$ cat src/rtl/core/csg_pkg.sv
// ---------------------------------------------------------------------------
// Calendar step generator package
// Field widths, register codes, month tables and leap-year helpers.
// ---------------------------------------------------------------------------
package csg_pkg;

    localparam int HOUR_W     = 5;
    localparam int DAY_W      = 5;
    localparam int MONTH_W    = 4;
    localparam int YEAR_W     = 14;
    localparam int DOY_W      = 9;
    localparam int INDEX_W    = 24;
    localparam int STEP_W     = 5;
    localparam int TOTAL_W    = 24;
    localparam int CFG_IDX_W  = 3;
    localparam int CFG_DATA_W = 24;

    localparam logic [HOUR_W:0]    HOURS_PER_DAY = 6'd24;
    localparam logic [MONTH_W-1:0] MONTHS        = 4'd12;

    // Divisibility by 25 via the inverse of 25 modulo 2^14.
    localparam logic [YEAR_W-1:0] INV25     = 14'd7209;
    localparam logic [YEAR_W-1:0] DIV25_MAX = 14'd655;

    typedef enum logic [CFG_IDX_W-1:0] {
        CFG_START_YEAR   = 3'd0,
        CFG_START_MONTH  = 3'd1,
        CFG_START_DAY    = 3'd2,
        CFG_START_HOUR   = 3'd3,
        CFG_STEP_HOURS   = 3'd4,
        CFG_RECORD_TOTAL = 3'd5
    } cfg_idx_t;

    localparam logic [DAY_W-1:0] MONTH_LEN [12] = '{
        5'd31, 5'd28, 5'd31, 5'd30, 5'd31, 5'd30,
        5'd31, 5'd31, 5'd30, 5'd31, 5'd30, 5'd31
    };

    // Days in the months before each month code; invalid high codes count a full year.
    localparam logic [DOY_W-1:0] CUM_DAYS [16] = '{
        9'd0,   9'd0,   9'd31,  9'd59,  9'd90,  9'd120, 9'd151, 9'd181,
        9'd212, 9'd243, 9'd273, 9'd304, 9'd334, 9'd365, 9'd365, 9'd365
    };

    typedef struct packed {
        logic [HOUR_W-1:0]  hour;
        logic [DAY_W-1:0]   day;
        logic [MONTH_W-1:0] month;
        logic [YEAR_W-1:0]  year;
        logic [DOY_W-1:0]   doy;
        logic [INDEX_W-1:0] index;
        logic               last;
    } rec_t;

    function automatic logic is_leap(input logic [YEAR_W-1:0] y);
        logic [2*YEAR_W-1:0] prod;
        logic                div25;
        prod  = (2*YEAR_W)'(y) * (2*YEAR_W)'(INV25);
        div25 = (prod[YEAR_W-1:0] <= DIV25_MAX);
        return (y[1:0] == 2'b00) && (!div25 || (y[3:0] == 4'b0000));
    endfunction

    function automatic logic [DAY_W-1:0] days_in(input logic [MONTH_W-1:0] m,
                                                  input logic leap);
        logic [MONTH_W-1:0] idx;
        idx = m - 4'd1;
        if (m == 4'd0 || m > MONTHS)
            return 5'd31;
        else if (m == 4'd2 && leap)
            return 5'd29;
        else
            return MONTH_LEN[idx];
    endfunction

    function automatic logic [DOY_W-1:0] days_before(input logic [MONTH_W-1:0] m,
                                                      input logic leap);
        return CUM_DAYS[m] + ((leap && m >= 4'd3) ? 9'd1 : 9'd0);
    endfunction

endpackage

$ cat src/rtl/core/calendar_step_generator.sv
// ---------------------------------------------------------------------------
// Calendar step generator
// Emits one calendar record per input transfer, then advances the calendar.
// ---------------------------------------------------------------------------
// Usage:
//   Input channel (in_valid / in_stall, payload restart): each transfer
//   yields exactly one record on the output channel (out_valid / out_stall).
//   restart reloads the start date and zeroes the index before the record.
//   Configuration: cfg_write with cfg_index and cfg_data, taken at once;
//   the user must write while the block is idle, unchecked by the block;
//   writes do not touch the running calendar. Throughput: one item per
//   cycle while in_stall is low; the whole step is one pass of logic
//   between the calendar registers, with the leap flag of the current and
//   start years held in registers. Stall: records are registered in an
//   output register plus one skid entry; with both full in_stall rises
//   and holds until the receiver takes a record.
//   Reset: calendar loads 2000-01-01 hour 0, index 0; channels empty.
// ---------------------------------------------------------------------------
module calendar_step_generator #(
    parameter int COUNT_WIDTH = 24
) (
    input  logic                             clk,
    input  logic                             rst_n,
    input  logic                             cfg_write,
    input  logic [csg_pkg::CFG_IDX_W-1:0]    cfg_index,
    input  logic [csg_pkg::CFG_DATA_W-1:0]   cfg_data,
    input  logic                             in_valid,
    output logic                             in_stall,
    input  logic                             restart,
    output logic                             out_valid,
    input  logic                             out_stall,
    output logic [csg_pkg::HOUR_W-1:0]       hour_out,
    output logic [csg_pkg::DAY_W-1:0]        day_out,
    output logic [csg_pkg::MONTH_W-1:0]      month_out,
    output logic [csg_pkg::YEAR_W-1:0]       year_out,
    output logic [csg_pkg::DOY_W-1:0]        day_of_year_out,
    output logic [csg_pkg::INDEX_W-1:0]      record_index,
    output logic                             last_record
);
    import csg_pkg::*;

    localparam int LW = (COUNT_WIDTH > TOTAL_W) ? COUNT_WIDTH : TOTAL_W;

    logic [YEAR_W-1:0]      start_year_reg;
    logic [MONTH_W-1:0]     start_month_reg;
    logic [DAY_W-1:0]       start_day_reg;
    logic [HOUR_W-1:0]      start_hour_reg;
    logic [STEP_W-1:0]      step_reg;
    logic [TOTAL_W-1:0]     total_reg;
    logic                   start_leap_reg;

    logic [HOUR_W-1:0]      cur_hour_reg, cur_hour_next;
    logic [DAY_W-1:0]       cur_day_reg, cur_day_next;
    logic [MONTH_W-1:0]     cur_month_reg, cur_month_next;
    logic [YEAR_W-1:0]      cur_year_reg, cur_year_next;
    logic [DOY_W-1:0]       cur_doy_reg, cur_doy_next;
    logic                   cur_leap_reg, cur_leap_next;
    logic [COUNT_WIDTH-1:0] count_reg, count_next;

    logic                   out_valid_reg, out_valid_next;
    logic                   skid_valid_reg, skid_valid_next;
    rec_t                   out_rec_reg, out_rec_next;
    rec_t                   skid_rec_reg;

    logic                   in_accept;
    logic                   out_take;
    rec_t                   rec;
    logic                   src_leap;
    logic [COUNT_WIDTH-1:0] src_count;
    logic [TOTAL_W-1:0]     limit;
    logic [LW-1:0]          limit_w;
    logic [LW-1:0]          count_w;
    logic [LW-1:0]          idx_w;
    logic [HOUR_W:0]        hour_sum;
    logic [DAY_W:0]         day_inc;
    logic [YEAR_W-1:0]      year_inc;

    assign in_accept = in_valid && !skid_valid_reg;
    assign out_take  = out_valid_reg && !out_stall;
    assign in_stall  = skid_valid_reg;

    // Record for this transfer
    always_comb
    begin
        if (restart)
        begin
            rec.hour  = start_hour_reg;
            rec.day   = start_day_reg;
            rec.month = start_month_reg;
            rec.year  = start_year_reg;
            rec.doy   = DOY_W'(start_day_reg) + days_before(start_month_reg, start_leap_reg);
            src_leap  = start_leap_reg;
            src_count = '0;
        end
        else
        begin
            rec.hour  = cur_hour_reg;
            rec.day   = cur_day_reg;
            rec.month = cur_month_reg;
            rec.year  = cur_year_reg;
            rec.doy   = cur_doy_reg;
            src_leap  = cur_leap_reg;
            src_count = count_reg;
        end

        limit = (total_reg == '0) ? '0 : total_reg - TOTAL_W'(1);
        if (LW'(limit) > LW'({COUNT_WIDTH{1'b1}}))
            limit_w = LW'({COUNT_WIDTH{1'b1}});
        else
            limit_w = LW'(limit);
        count_w   = LW'(src_count);
        rec.last  = (count_w >= limit_w);
        idx_w     = rec.last ? limit_w : count_w;
        rec.index = idx_w[INDEX_W-1:0];
    end

    // Advance the calendar
    always_comb
    begin
        hour_sum       = {1'b0, rec.hour} + (HOUR_W + 1)'(step_reg);
        day_inc        = {1'b0, rec.day} + 6'd1;
        year_inc       = rec.year + 14'd1;
        cur_hour_next  = hour_sum[HOUR_W-1:0];
        cur_day_next   = rec.day;
        cur_month_next = rec.month;
        cur_year_next  = rec.year;
        cur_doy_next   = rec.doy;
        cur_leap_next  = src_leap;
        if (hour_sum >= HOURS_PER_DAY)
        begin
            cur_hour_next = '0;
            cur_day_next  = day_inc[DAY_W-1:0];
            cur_doy_next  = rec.doy + 9'd1;
            if (day_inc > {1'b0, days_in(rec.month, src_leap)})
            begin
                cur_day_next = 5'd1;
                if (rec.month >= MONTHS)
                begin
                    cur_month_next = 4'd1;
                    cur_doy_next   = 9'd1;
                    cur_year_next  = year_inc;
                    cur_leap_next  = is_leap(year_inc);
                end
                else
                begin
                    cur_month_next = rec.month + 4'd1;
                end
            end
        end
        count_next = rec.last ? src_count : src_count + COUNT_WIDTH'(1);
    end

    // Output register and skid entry
    always_comb
    begin
        out_valid_next  = out_valid_reg;
        skid_valid_next = skid_valid_reg;
        out_rec_next    = out_rec_reg;
        if (out_take || !out_valid_reg)
        begin
            if (skid_valid_reg)
            begin
                out_valid_next  = 1'b1;
                skid_valid_next = 1'b0;
                out_rec_next    = skid_rec_reg;
            end
            else
            begin
                out_valid_next = in_accept;
                out_rec_next   = rec;
            end
        end
        else if (in_accept)
        begin
            skid_valid_next = 1'b1;
        end
    end

    always_ff @(posedge clk or negedge rst_n)
    begin
        if (!rst_n)
        begin
            start_year_reg  <= 14'd2000;
            start_month_reg <= 4'd1;
            start_day_reg   <= 5'd1;
            start_hour_reg  <= 5'd0;
            step_reg        <= 5'd24;
            total_reg       <= 24'd1;
            start_leap_reg  <= 1'b1;
        end
        else if (cfg_write)
        begin
            unique case (cfg_index)
                CFG_START_YEAR:
                begin
                    start_year_reg <= cfg_data[YEAR_W-1:0];
                    start_leap_reg <= is_leap(cfg_data[YEAR_W-1:0]);
                end
                CFG_START_MONTH:  start_month_reg <= cfg_data[MONTH_W-1:0];
                CFG_START_DAY:    start_day_reg   <= cfg_data[DAY_W-1:0];
                CFG_START_HOUR:   start_hour_reg  <= cfg_data[HOUR_W-1:0];
                CFG_STEP_HOURS:   step_reg        <= cfg_data[STEP_W-1:0];
                CFG_RECORD_TOTAL: total_reg       <= cfg_data[TOTAL_W-1:0];
                default:
                begin
                end
            endcase
        end
    end

    always_ff @(posedge clk or negedge rst_n)
    begin
        if (!rst_n)
        begin
            cur_hour_reg  <= 5'd0;
            cur_day_reg   <= 5'd1;
            cur_month_reg <= 4'd1;
            cur_year_reg  <= 14'd2000;
            cur_doy_reg   <= 9'd1;
            cur_leap_reg  <= 1'b1;
            count_reg     <= '0;
        end
        else if (in_accept)
        begin
            cur_hour_reg  <= cur_hour_next;
            cur_day_reg   <= cur_day_next;
            cur_month_reg <= cur_month_next;
            cur_year_reg  <= cur_year_next;
            cur_doy_reg   <= cur_doy_next;
            cur_leap_reg  <= cur_leap_next;
            count_reg     <= count_next;
        end
    end

    always_ff @(posedge clk or negedge rst_n)
    begin
        if (!rst_n)
        begin
            out_valid_reg  <= 1'b0;
            skid_valid_reg <= 1'b0;
        end
        else
        begin
            out_valid_reg  <= out_valid_next;
            skid_valid_reg <= skid_valid_next;
        end
    end

    always_ff @(posedge clk)
    begin
        out_rec_reg <= out_rec_next;
        if (in_accept && out_valid_reg && !out_take)
            skid_rec_reg <= rec;
    end

    assign out_valid       = out_valid_reg;
    assign hour_out        = out_rec_reg.hour;
    assign day_out         = out_rec_reg.day;
    assign month_out       = out_rec_reg.month;
    assign year_out        = out_rec_reg.year;
    assign day_of_year_out = out_rec_reg.doy;
    assign record_index    = out_rec_reg.index;
    assign last_record     = out_rec_reg.last;

endmodule

$ cat config.mk
export PLATFORM = sky130hd
export DESIGN_NAME = calendar_step_generator
export DESIGN_NICKNAME = d
export VERILOG_FILES = /design/src/rtl/core/csg_pkg.sv /design/src/rtl/core/calendar_step_generator.sv
export SDC_FILE = /design/constraint.sdc
export NUM_CORES = 1
export LEC_CHECK = 0
export BUFFER_PORTS_ARGS = -buffer_cell sky130_fd_sc_hd__clkbuf_2
export CORE_MARGIN = 10
export CORE_UTILIZATION = 50
export CTS_BUF_LIST = sky130_fd_sc_hd__clkbuf_16
export CTS_CLUSTER_SIZE = 30
export DETAILED_ROUTE_END_ITERATION = 6
export HOLD_SLACK_MARGIN = 0.03
export PLACE_DENSITY = 0.68
export SLEW_MARGIN = 25
export SYNTH_ARGS = -nofsm -noshare
export SYNTH_HDL_FRONTEND = slang
export SYNTH_SLANG_ARGS = --single-unit
$ cat constraint.sdc
create_clock -name clk -period 7.35 [get_ports clk]
set_input_delay 0 -clock clk [delete_from_list [all_inputs] [get_ports clk]]
set_output_delay 0 -clock clk [all_outputs]
set_load 0.02 [all_outputs]
# Yosys cells after proc, flatten, opt, wreduce, memory -nomap -nowiden
# Memories as Yosys holds them, arrays and structs flattened.
# Index checks and enable logic that the tools add are counted.
[op_classes]
add_sub_neg = 10
n_mul = 2
magnitude_cmp = 11
n_eq_ne = 6
n_mux = 34
n_bitwise = 2
n_reduce_logical = 32
[ops]
columns = ["cell", "n"]
rows = [
  ["two-way mux 24 bit", 5],
  ["two-way mux 62 bit", 1],
  ["two-way mux 9 bit", 5],
  ["two-way mux 14 bit", 3],
  ["two-way mux 5 bit", 8],
  ["two-way mux 37 bit", 1],
  ["<= comparator 14 x 10 -> 1 bit, second input constant", 2],
  ["multiplier 14 x 13 -> 14 bit, second input constant", 2],
  ["adder 24 x 1 -> 24 bit, second input constant", 1],
  ["greater-or-equal comparator 24 bit", 1],
  ["greater-than comparator 24 bit, second input constant", 1],
  ["zero test 24 bit", 1],
  ["subtractor 24 x 1 -> 24 bit, second input constant", 1],
  ["adder 14 x 1 -> 14 bit, second input constant", 1],
  ["zero test 4 bit", 3],
  ["two-way mux 4 bit", 3],
  ["AND reduction 2 bit", 6],
  ["greater-or-equal comparator 5 bit, second input constant", 2],
  ["NOT 4 -> 5 bit", 2],
  ["adder 5 x 9 -> 9 bit", 1],
  ["adder 9 x 1 -> 9 bit", 1],
  ["adder 9 x 1 -> 9 bit, second input constant", 1],
  ["logical AND 1 bit", 8],
  ["two-way mux 1 bit", 8],
  ["other kinds (18)", 29],
]
[word_totals]
reg_bits = 246
rom_bits = 224
input_bits = 33
out_inout_bits = 64
mem_count = 2
[memory_table]
columns = ["memory", "depth", "width", "rd", "rd_ports_with_merged_regs", "wr", "line_no", "rtl"]
rows = [
  ["(no name shown)", 16, 9, 1, 0, 0, "csg_pkg.sv:77", "return CUM_DAYS[m] + ((leap && m >= 4'd3) ? 9'd1 : 9'd0);"],
  ["(no name shown)", 16, 5, 1, 0, 0, "csg_pkg.sv:72", "return MONTH_LEN[idx];"],
]

# Logic depth before layout (Yosys ltp)
# Gate-level depths: netlist of the first run.
[logic_depth]
ltp_word = 18
depth_mapped = 24
depth_no_buf = 22

# Least setup slack after synthesis of the first run
# Ideal clock, no wire load.
[synth_timing]
path_kind = "register to register"
from = "reg out_valid_reg, in the netlist out_valid"
to = "reg skid_rec_reg[0] (netlist bit), enable pin"
setup_time_ps = 482
t_arrival_ps = 4689
setup_slack_ps = 2178
stages_incl_launch_ff = 3
path_buffers = 0
synth_period_minus_slack_ps = 5172
cell_sequence = "dfrtp_1 > nand2_1 > nor2_1"
[synth_via]
elab_chain_len = 3
word_cells_on_any_way = 4
[synth_rtl]
columns = ["item", "line_no", "rtl"]
rows = [
  ["start: declaration", "calendar_step_generator.sv:60", "logic out_valid_reg, out_valid_next;"],
  ["start signal: assignment", "calendar_step_generator.sv:244", "out_valid_reg <= out_valid_next;"],
  ["logical AND 1 bit", "calendar_step_generator.sv:79", "assign out_take = out_valid_reg && !out_stall;"],
  ["zero test 1 bit", "calendar_step_generator.sv:252", "if (in_accept && out_valid_reg && !out_take)"],
  ["logical AND 1 bit *", "calendar_step_generator.sv:252", ""],
  ["end signal: assignment", "calendar_step_generator.sv:253", "skid_rec_reg <= rec;"],
  ["end: declaration", "calendar_step_generator.sv:63", "rec_t skid_rec_reg;"],
]
# Every way passes the cells marked *; elsewhere a longest branch is shown, timed or not.
# A chain may end at the register's enable or synchronous reset.

# Final worst setup path of the first run
[layout_timing]
from = "in restart"
to = "reg cur_leap_reg"
[layout_via]
elab_chain_len = 12
word_cells_on_any_way = 31
[layout_rtl]
columns = ["item", "line_no", "rtl"]
rows = [
  ["start: declaration", "calendar_step_generator.sv:29", "input logic restart,"],
  ["branches (longest 11 deep; another with adder 14 x 1 -> 14 bit)", "--", ""],
  ["two-way mux 1 bit *", "calendar_step_generator.sv:129", "if (hour_sum >= HOURS_PER_DAY)"],
  ["end signal: assignment", "calendar_step_generator.sv:230", "cur_leap_reg <= cur_leap_next;"],
  ["end: declaration", "calendar_step_generator.sv:57", "logic cur_leap_reg, cur_leap_next;"],
]
# Mark *: on every way between the ends. The select of a mux whose other input is x is not followed.

==> results of run 1 <==
[worst max-delay path: stages]
cell	delay, ns
dlygate4sd3_1	0.54
clkbuf_2	0.22
buf_4	0.49
mux2i_1	0.27
nor3_1	0.47
nand2_1	0.20
nor3_2	0.27
and3_1	0.25
xor2_1	0.30
xor2_1	0.19
ha_1	0.25
ha_1	0.28
inv_1	0.05
fa_1	0.53
inv_1	0.04
ha_1	0.32
o21ai_0	0.13
o21ai_0	0.23
and3_1	0.24
inv_1	0.06
o21ai_0	0.17
a21oi_1	0.09
nor4_1	0.27
a21oi_1	0.07
[per-layer routing]
metal  vias to the layer above  share of wire (%)  GRT usage [%]
met1                      5386                 48          25.49
met3                        38                4.3          2.506
met2                       210                 47          29.93
met4                         0                1.3          3.676
met5                         -                  0              0
li1                       5277                  -              -
[synthesized netlist by cell type (all sizes together) (13+ instances only)]
cell	number
xnor2	71
dfrtp	100
nand2b	13
mux2i	40
xor2	22
nor2b	14
ha	128
edfxtp	124
inv	130
fa	24
and3	20
buf	18
nor3	33
clkbuf	33
nor2	62
nand3	31
a21oi	44
o21ai	78
mux2	128
nand2	138
dfstp	22
[power by group]
group          total [µW]  switching [µW]  leakage, µW  internal, µW
Sequential           1930             154      0.00270          1770
Clock                1270             539     0.000436           732
Combinational        2460            1420      0.00467          1040
[cells by family (layout without fill, tap and decap cells)]
logic type               count (synthesis)  in the layout
AO/OA/AOI/OAI                          209            209
XOR/XNOR                                94             94
adder cells (fa/ha/maj)                152            152
buffers and inverters                  182            318
flip-flops                             246            246
multiplexers                           168            168
other                                    0              3
AND/OR/NAND/NOR                        373            373
[through the flow]
step	hold WS [ns]	std cells	total power (µW)	worst slack, ns	instance area [µm²]
after floorplan	-0.2956	1424	3771	2.178	15510
final	0.08484	1959	5654	1.862	17500
after global routing	0.1351	1959	6095	1.476	17500
after detailed placement	0.1156	1876	4382	1.973	16340
after global placement	0.1101	1876	4285	2.214	16340
after CTS	0.1012	1956	5694	1.930	17490
[worst paths after layout]
| kind | startpoint | endpoint | slack (ns) | depth (start not counted) |
|---|---|---|---|---|
| worst max-delay path | restart | cur_leap_reg | 1.86 | 24 |
| worst min-delay path | rst_n | total_reg[10] | 0.08 | 2 |
| worst max register to register | start_year_reg[0] | cur_leap_reg | 2.06 | 22 |
| worst min register to register | cur_leap_reg | cur_leap_reg | 0.47 | 2 |
| max in group asynchronous | rst_n | cur_day_reg[3] | 5.83 | 3 |
| min in group clk | out_stall | day_of_year_out[2] | 0.14 | 2 |
[layout make-up]
type                    instances  share of cell area (%)
diodes                          3                 0.04290
clock buffers                  27                   3.861
clock inverters                21                  0.8365
inverters                     131                   2.810
multi-input cells             996                   45.67
flip-flops and latches        246                   38.89
well taps                     396                   2.831
repair buffers                139                   5.062
[repair_timing]
action,4_1_cts,5_1_grt
endpoints found under the setup margin,0,0
hold buffers,32,0
endpoints found under the hold margin,107,0
buffers inserted,0,0
==> results.yml, run 1 <==
run_status:
  outcome: "finished clean"
global_route:
  grt_remaining_overflow: 0
  antenna_found_initial: 3
  grt_pass1_wl_um: 58530
  grt_use_total_pct: 18.34
  grt_max_degree: 72
  grt_pass1_vias: 11040
place:
  portBuffers: 96
  gp_congestion: 0.8922
  hpwlAfterDp_um: 25380
layout:
  fillers: 2616
  drive_gt1_share_pct: 21.28
  largest_reg_flops: 62
  final_cell_mix: "136 x nand2_1, 132 x inv_1, 128 x ha_1"
  area_growth_pct: 12.79
  multiInputGateArea_mm2: 0.007991
  final_nets: 1725
  final_common_cell: "nand2_1"
  area.sequential_mm2: 0.006805
  final_core_util_pct: 57.21
logic_synthesis:
  async_flop_share_pct: 49.59
  yosys.area_share.simple_pct: 12.09
  synth_top_family_by_area: "adder cells"
  syn_inst: 1424
  ys.flop_type: "edfxtp_1"
  synth.largest_area_cell: "edfxtp_1"
  ys_seq_area_share_pct: 43.85
  synth_fa_ha_area_share_pct: 13.42
  ys_types: 83
  yosys.area_share.xor_xnor_pct: 5.395
  ys_ff_latch: 246
  syn_avg_cell_area_um2: 10.90
  synth_compound_area_share_pct: 8.500
  netlist.area_leader.share_pct: 24.00
  synth_edf_count: 124
  synthesis.nets: 1609
  netlist_area_mm2: 0.01551
  synthTopCellsByArea: "edfxtp_1 24%, dfrtp_1 16%, ha_1 10%"
  yosys_warnings: 0
  synth_mux_area_share_pct: 11.90
clock_network:
  clock_path_buffers: 3
  cts_tree: "yes"
  htreeDepth: 1
  cts_buffers: 26
  ctsResizeCount: 0
  numClockSinks: 246
  clk_pin_slew_ns: 0.06
  root_buffer: "clkbuf_16"
  clkLatencyLatePin_ns: 0.53
detailed_routing:
  post_drt_via_cell_ratio: 5.570
  wl_per_cell_um: 18.37
  route.detailed.drc: 0
  drt-initial-drc-count: 668
  drtPass1Iterations: 6
  ant_nets: 0
  totalWireLength_um: 35990
  via_count: 10910
timing:
  worstMarginPinSlew_ns: 0.9782
  fin_crit_ns: 5.488
  drv_slew: 0
  fin_skew_ns: 0.009474
  rsz0062_at_grt: "false"
  fmax_mhz: 182.2
  hold_viol_final: 0
  final-setup-viol-count: 0
  slew_headroom_pct: 34.63
  final.setup.tns_ns: 0
  finalCritPeriodShare_pct: 74.66
floorplanning:
  initial_core_util_pct: 50.72
  die_w_um: 196.2
  die_area_mm2: 0.03847
  top_level_ports: 97
  core_mm2: 0.03059
  die_h_um: 196.2
  rows: 64
worst_setup_path:
  cp.arrival_ns: 5.94
  endpoint_kind: "flop"
  path_class: "in2reg"
  cp_max_fo: 43
  cp-start-kind: "primary input"
  required_ns: 7.80
power:
  peakVddDrop_mv: 0.1954
  power_density_mw_per_mm2: 323.1
  power_leakage_uw: 0.007807
run:
  max-cap-violations: 0
min_path:
  min_path_type: "in2async"
(Power assumes the default switching activity.)
==> inputs of run 2 (changes only) <==
- clock period: 7.35 -> 5.1 ns (I/O delays scaled with it)
==> run 2 against run 1 <==
Clock power up 45%. Sequential power up 44%. Critical path depth decreased by 1. Die area is the same. Sequential cell count did not move. Hold slack worse by 0.044 ns. Clock-buffer cell count is the same. Global-route usage up 0.11 points. Core utilization up 0.39 points. Critical path type unchanged.
==> results.yml, run 2 (synthesis results as in run 1) <==
global_route:
  grt_remaining_overflow: 0
  use_met3_pct: 2.592
  grt_use_met2_pct: 29.23
  grt_max_degree: 76
  grt_use_total_pct: 18.45
  grt_pass1_vias: 11070
  grt_use_met1_pct: 26.11
  grt_pass1_wl_um: 59010
  antenna_found_initial: 0
  busiest_layer: "met2"
timing:
  drv_slew: 0
  slew_headroom_pct: 36.60
  fin_hold_ws_ns: 0.04086
  fin_crit_ns: 4.740
  worstMarginPinSlew_ns: 0.9382
  final.setup.tns_ns: 0
  fin_skew_ns: 0.01259
  rsz0062_at_grt: "false"
  finalCritPeriodShare_pct: 92.94
  hold_viol_final: 0
  final-setup-viol-count: 0
  fmax_mhz: 211.0
worst_setup_path:
  endpoint_kind: "flop"
  cp.arrival_ns: 5.20
  path_class: "in2reg"
  cp-start-kind: "primary input"
  cp_max_fo: 14
  required_ns: 5.56
layout:
  drive_gt1_share_pct: 21.74
  area_growth_pct: 13.56
  final_core_util_pct: 57.60
  final_common_cell: "nand2_1"
  diodes: 0
  area.sequential_mm2: 0.006805
  fillers: 2620
  multiInputGateArea_mm2: 0.008009
  final_cell_mix: "135 x nand2_1, 133 x inv_1, 128 x ha_1"
  stdcell_area_mm2: 0.01762
  largest_reg_flops: 62
  fin_cells: 1969
  final_nets: 1738
floorplanning:
  rows: 64
  die_area_mm2: 0.03847
  die_w_um: 196.2
  top_level_ports: 97
  core_mm2: 0.03059
  initial_core_util_pct: 50.72
  die_h_um: 196.2
place:
  hpwlAfterDp_um: 25710
  place_area_mm2: 0.01644
  portBuffers: 96
  gp_congestion: 0.8629
  dp.cells: 1888
clock_network:
  clock_path_buffers: 3
  numClockSinks: 246
  cts_buffers: 26
  clk_pin_slew_ns: 0.06
  cts_tree: "yes"
  clkLatencyLatePin_ns: 0.54
  root_buffer: "clkbuf_16"
  htreeDepth: 1
detailed_routing:
  post_drt_via_cell_ratio: 5.570
  ant_nets: 0
  drt-initial-drc-count: 805
  drtPass1Iterations: 5
  via_count: 10970
  wl_per_cell_um: 18.25
  route.detailed.drc: 0
  totalWireLength_um: 35940
run_status:
  outcome: "finished clean"
power:
  power_leakage_uw: 0.007865
  peakVddDrop_mv: 0.4851
  power_density_mw_per_mm2: 463.3
min_path:
  min_path_type: "in2async"
run:
  max-cap-violations: 0
==> run 2: cell types whose count changed in the layout (fill, tap and decap cells not counted), sizes merged <==
cell and change:
clkinv -2, buf +12, diode -3, clkinvlp +2
dlygate4sd3 +1
==> run 2: path summary, 6_finish.rpt <==
check / startpoint / to / slack, ns / cells past startpoint
max: restart / cur_leap_reg / 0.36 / 23
min: rst_n / total_reg[16] / 0.04 / 2
max reg2reg: total_reg[3] / record_index[3] / 0.42 / 15
min reg2reg: cur_hour_reg[1] / cur_hour_reg[1] / 0.48 / 2
max in group asynchronous: rst_n / in_stall / 3.84 / 3
min in group clk: out_stall / hour_out[1] / 0.14 / 2
==> run 2: final cells by class <==
| cell class | count | share of cell area [%] |
|---|---|---|
| Tap cell | 396 | 2.812 |
| Clock inverter | 21 | 0.8380 |
| Inverter | 131 | 2.791 |
| Sequential cell | 246 | 38.63 |
| Timing Repair Buffer | 152 | 5.639 |
| Clock buffer | 27 | 3.835 |
| Multi-Input combinational cell | 996 | 45.46 |
==> run 2: per-layer routing <==
layer	part of all wire, %	wire (µm)	vias to the layer above
met5	0	0	-
met2	46	16390	234
met4	1.6	582	0
li1	-	-	5281
met3	4.6	1656	54
met1	48	17310	5398
==> run 2: worst max-delay path, cell delays in order <==
cell	delay, ns
dlygate4sd3_1	0.53
clkbuf_2	0.22
buf_6	0.21
mux2_2	0.44
and2_1	0.20
nand2_1	0.12
nor3_2	0.08
xnor2_1	0.28
ha_1	0.29
ha_1	0.29
ha_1	0.27
inv_1	0.05
fa_1	0.53
inv_1	0.08
ha_1	0.31
a211oi_1	0.31
o21ai_1	0.14
and3_1	0.21
o21ai_0	0.16
nand2b_1	0.09
xnor2_1	0.13
nor4_1	0.19
a21oi_1	0.07
==> run 2: repair_timing <==
action | CTS | global route
hold endpoints to repair | 116 | 0
gates resized for setup | 0 | 4
hold buffers | 33 | 0
setup buffers | 0 | 0
setup endpoints to repair | 0 | 1
==> run 2: where the power goes <==
group	internal (µW)	switching (µW)
sequential	2550	221
clock	1050	791
combinational	1520	2030
==> run 2: per-stage QoR <==
step / setup WS [ns] / power, µW
detailed placement: 0.2842 / 6321
finish: 0.3602 / 8162
floorplan: 0.5340 / 5433
global placement: 0.3894 / 6206
global route: 0.02769 / 8837
CTS: 0.2768 / 8234
==> inputs of run 3 (changes only) <==
==> constraint.sdc (replaced) <==
create_clock -name clk -period 5.1 [get_ports clk]
set_input_delay 0.51 -clock clk [delete_from_list [all_inputs] [get_ports clk]]
set_output_delay 0.51 -clock clk [all_outputs]
set_load 0.02 [all_outputs]
==> run 3 against run 2 <==
Setup slack better by 0.039 ns. First-iteration DRC count down 12%. Combinational power about the same. Hold slack better by 0.17 ns. Non-clock buffer count down 21. Sequential share of layout area up 0.40 points. Core utilization down 0.58 points. Clock-buffer cell count unchanged. Die area unchanged. Sequential cell count unchanged. Via count down 1.3%.
==> results.yml, run 3 (synthesis results as in run 1) <==
power:
  power_density_mw_per_mm2: 476.0
  peakVddDrop_mv: 0.4948
  power_uw: 8301
  power_leakage_uw: 0.007803
global_route:
  antenna_found_initial: 3
  grt_remaining_overflow: 0
  grt_max_degree: 70
  grt_pass1_wl_um: 57920
  grt_use_total_pct: 18.13
  grt_pass1_vias: 10840
timing:
  worstMarginPinSlew_ns: 0.9497
  fin_ws_ns: 0.3990
  hold_viol_final: 0
  rsz0062_at_grt: "false"
  fin_crit_ns: 4.701
  fin_skew_ns: 0.008965
  drv_slew: 0
  fmax_mhz: 212.7
  slew_headroom_pct: 36.54
  final-setup-viol-count: 0
  finalCritPeriodShare_pct: 92.18
worst_setup_path:
  critPathCapture: "cur_leap_reg"
  cp_max_fo: 4
  cp.arrival_ns: 5.15
  r2r_slack_ns: 0.40
  critPathLaunch: "start_year_reg[1]"
  endpoint_kind: "flop"
  critical_path_depth: 21
  cp-start-kind: "flop"
  regToRegStartpoint: "start_year_reg[1]"
  r2r_end: "cur_leap_reg"
  cp_common_cell: "ha_1"
  critPathBufInv: 4
  required_ns: 5.55
  critical-path-slowest-cell: "fa_1"
  max_stage_delay_ns: 0.53
  rr_worst_depth: 21
  cp_cell_sequence: "mux2i_2 -> inv_1 -> ha_1 -> buf_4 -> nand3_1 -> xnor2_1 -> ha_1 -> ha_1 -> ha_1 -> inv_1 -> fa_1 -> inv_1 -> ha_1 -> a211oi_1 -> o21ai_1 -> and3_1 -> o21ai_0 -> nand2b_1 -> xnor2_1 -> nor4_1 -> a21oi_1"
  crit_family: "adder cells"
  path_class: "reg2reg"
place:
  gp_congestion: 0.9009
  place_ws_ns: -0.1226
  portBuffers: 96
  hpwlAfterDp_um: 25870
  dp.cells: 1899
floorplanning:
  rows: 64
  die_area_mm2: 0.03847
  die_w_um: 196.2
  die_h_um: 196.2
  top_level_ports: 97
  core_mm2: 0.03059
  initial_core_util_pct: 50.72
detailed_routing:
  post_drt_via_cell_ratio: 5.553
  route.detailed.drc: 0
  drt-initial-drc-count: 707
  drtPass1Iterations: 5
  wl_per_cell_um: 18.19
  totalWireLength_um: 35480
  ant_nets: 0
  via_count: 10830
clock_network:
  clock_path_buffers: 3
  clk_pin_slew_ns: 0.06
  numClockSinks: 246
  cts_buffers: 27
  clkLatencyLatePin_ns: 0.53
  root_buffer: "clkbuf_16"
  cts_tree: "yes"
  htreeDepth: 1
layout:
  fin_cells: 1950
  final_nets: 1718
  final_common_cell: "nand2_1"
  final_core_util_pct: 57.01
  area_growth_pct: 12.40
  final_cell_mix: "136 x nand2_1, 132 x inv_1, 128 x ha_1"
  largest_reg_flops: 62
  drive_gt1_share_pct: 22.87
min_path:
  min_path_type: "in2reg"
  hold_depth: 2
run_status:
  outcome: "finished clean"
run:
  max-cap-violations: 0
run 3: cell count changes in the layout (fill, tap and decap cells not counted), sizes merged:
cell | previous run | this run
clkinv | 12 | 11
diode | 0 | 2
inv | 136 | 135
buf | 24 | 35
dlygate4sd3 | 33 | 1
bufinv | 2 | 4
run 3: what timing repair did:
| item | CTS | global route |
|---|---|---|
| endpoints found under the hold margin | 32 | 0 |
| hold buffers | 1 | 0 |
| setup endpoints to repair | 0 | 1 |
| setup buffers | 0 | 0 |
| gates resized for setup | 0 | 3 |
run 3: worst min-delay path by stage:
| stage | from | end | slack (ns) |
|---|---|---|---|
| floorplan | rst_n | count_reg[0] | 0.21 |
| global placement | cur_hour_reg[1] | cur_hour_reg[1] | 0.46 |
| detailed placement | cur_doy_reg[4] | cur_doy_reg[4] | 0.47 |
| CTS | cfg_data[19] | total_reg[19] | 0.19 |
| global route | cfg_data[19] | total_reg[19] | 0.21 |
| finish | cfg_data[23] | total_reg[23] | 0.21 |
run 3: worst register-to-register path, cell delays in order (launching register included):
cell      delay [ns]
dfrtp_1         0.40
mux2i_2         0.29
inv_1           0.15
ha_1            0.22
buf_4           0.15
nand3_1         0.09
xnor2_1         0.20
ha_1            0.30
ha_1            0.29
ha_1            0.27
inv_1           0.05
fa_1            0.53
inv_1           0.08
ha_1            0.32
a211oi_1        0.29
o21ai_1         0.16
and3_1          0.22
o21ai_0         0.16
nand2b_1        0.09
xnor2_1         0.12
nor4_1          0.17
a21oi_1         0.06
run 3: cell type report:
| type | instances | area [µm²] |
|---|---|---|
| fill | 2655 | 13150 |
| multi-input combinational | 996 | 8008 |
| sequential | 246 | 6805 |
| timing repair buffer | 131 | 760.7 |
| clock buffer | 27 | 675.6 |
| tap | 396 | 495.5 |
| inverter | 131 | 491.7 |
| clock inverter | 21 | 197.7 |
| antenna | 2 | 5.005 |
run 3: power by group:
group	internal, µW	leakage [µW]	switching [µW]
Clock	1160	0.000444	792
Combinational	1540	0.00466	2030
Sequential	2550	0.00270	231
run 3: layer usage:
metal / GRT usage [%] / wire length [µm]
met3: 2.830 / 1900
met2: 28.71 / 16150
met1: 25.62 / 16890
met5: 0 / 0
met4: 3.846 / 541
run 3: per-stage QoR:
stage	TNS, ns	hold WS, ns	cell area [µm²]
floorplan	0	0.2144	15520
global placement	0	0.4564	16530
detailed placement	-0.1226	0.4678	16530
CTS	0	0.1947	17410
global route	0	0.2081	17430
finish	0	0.2105	17440
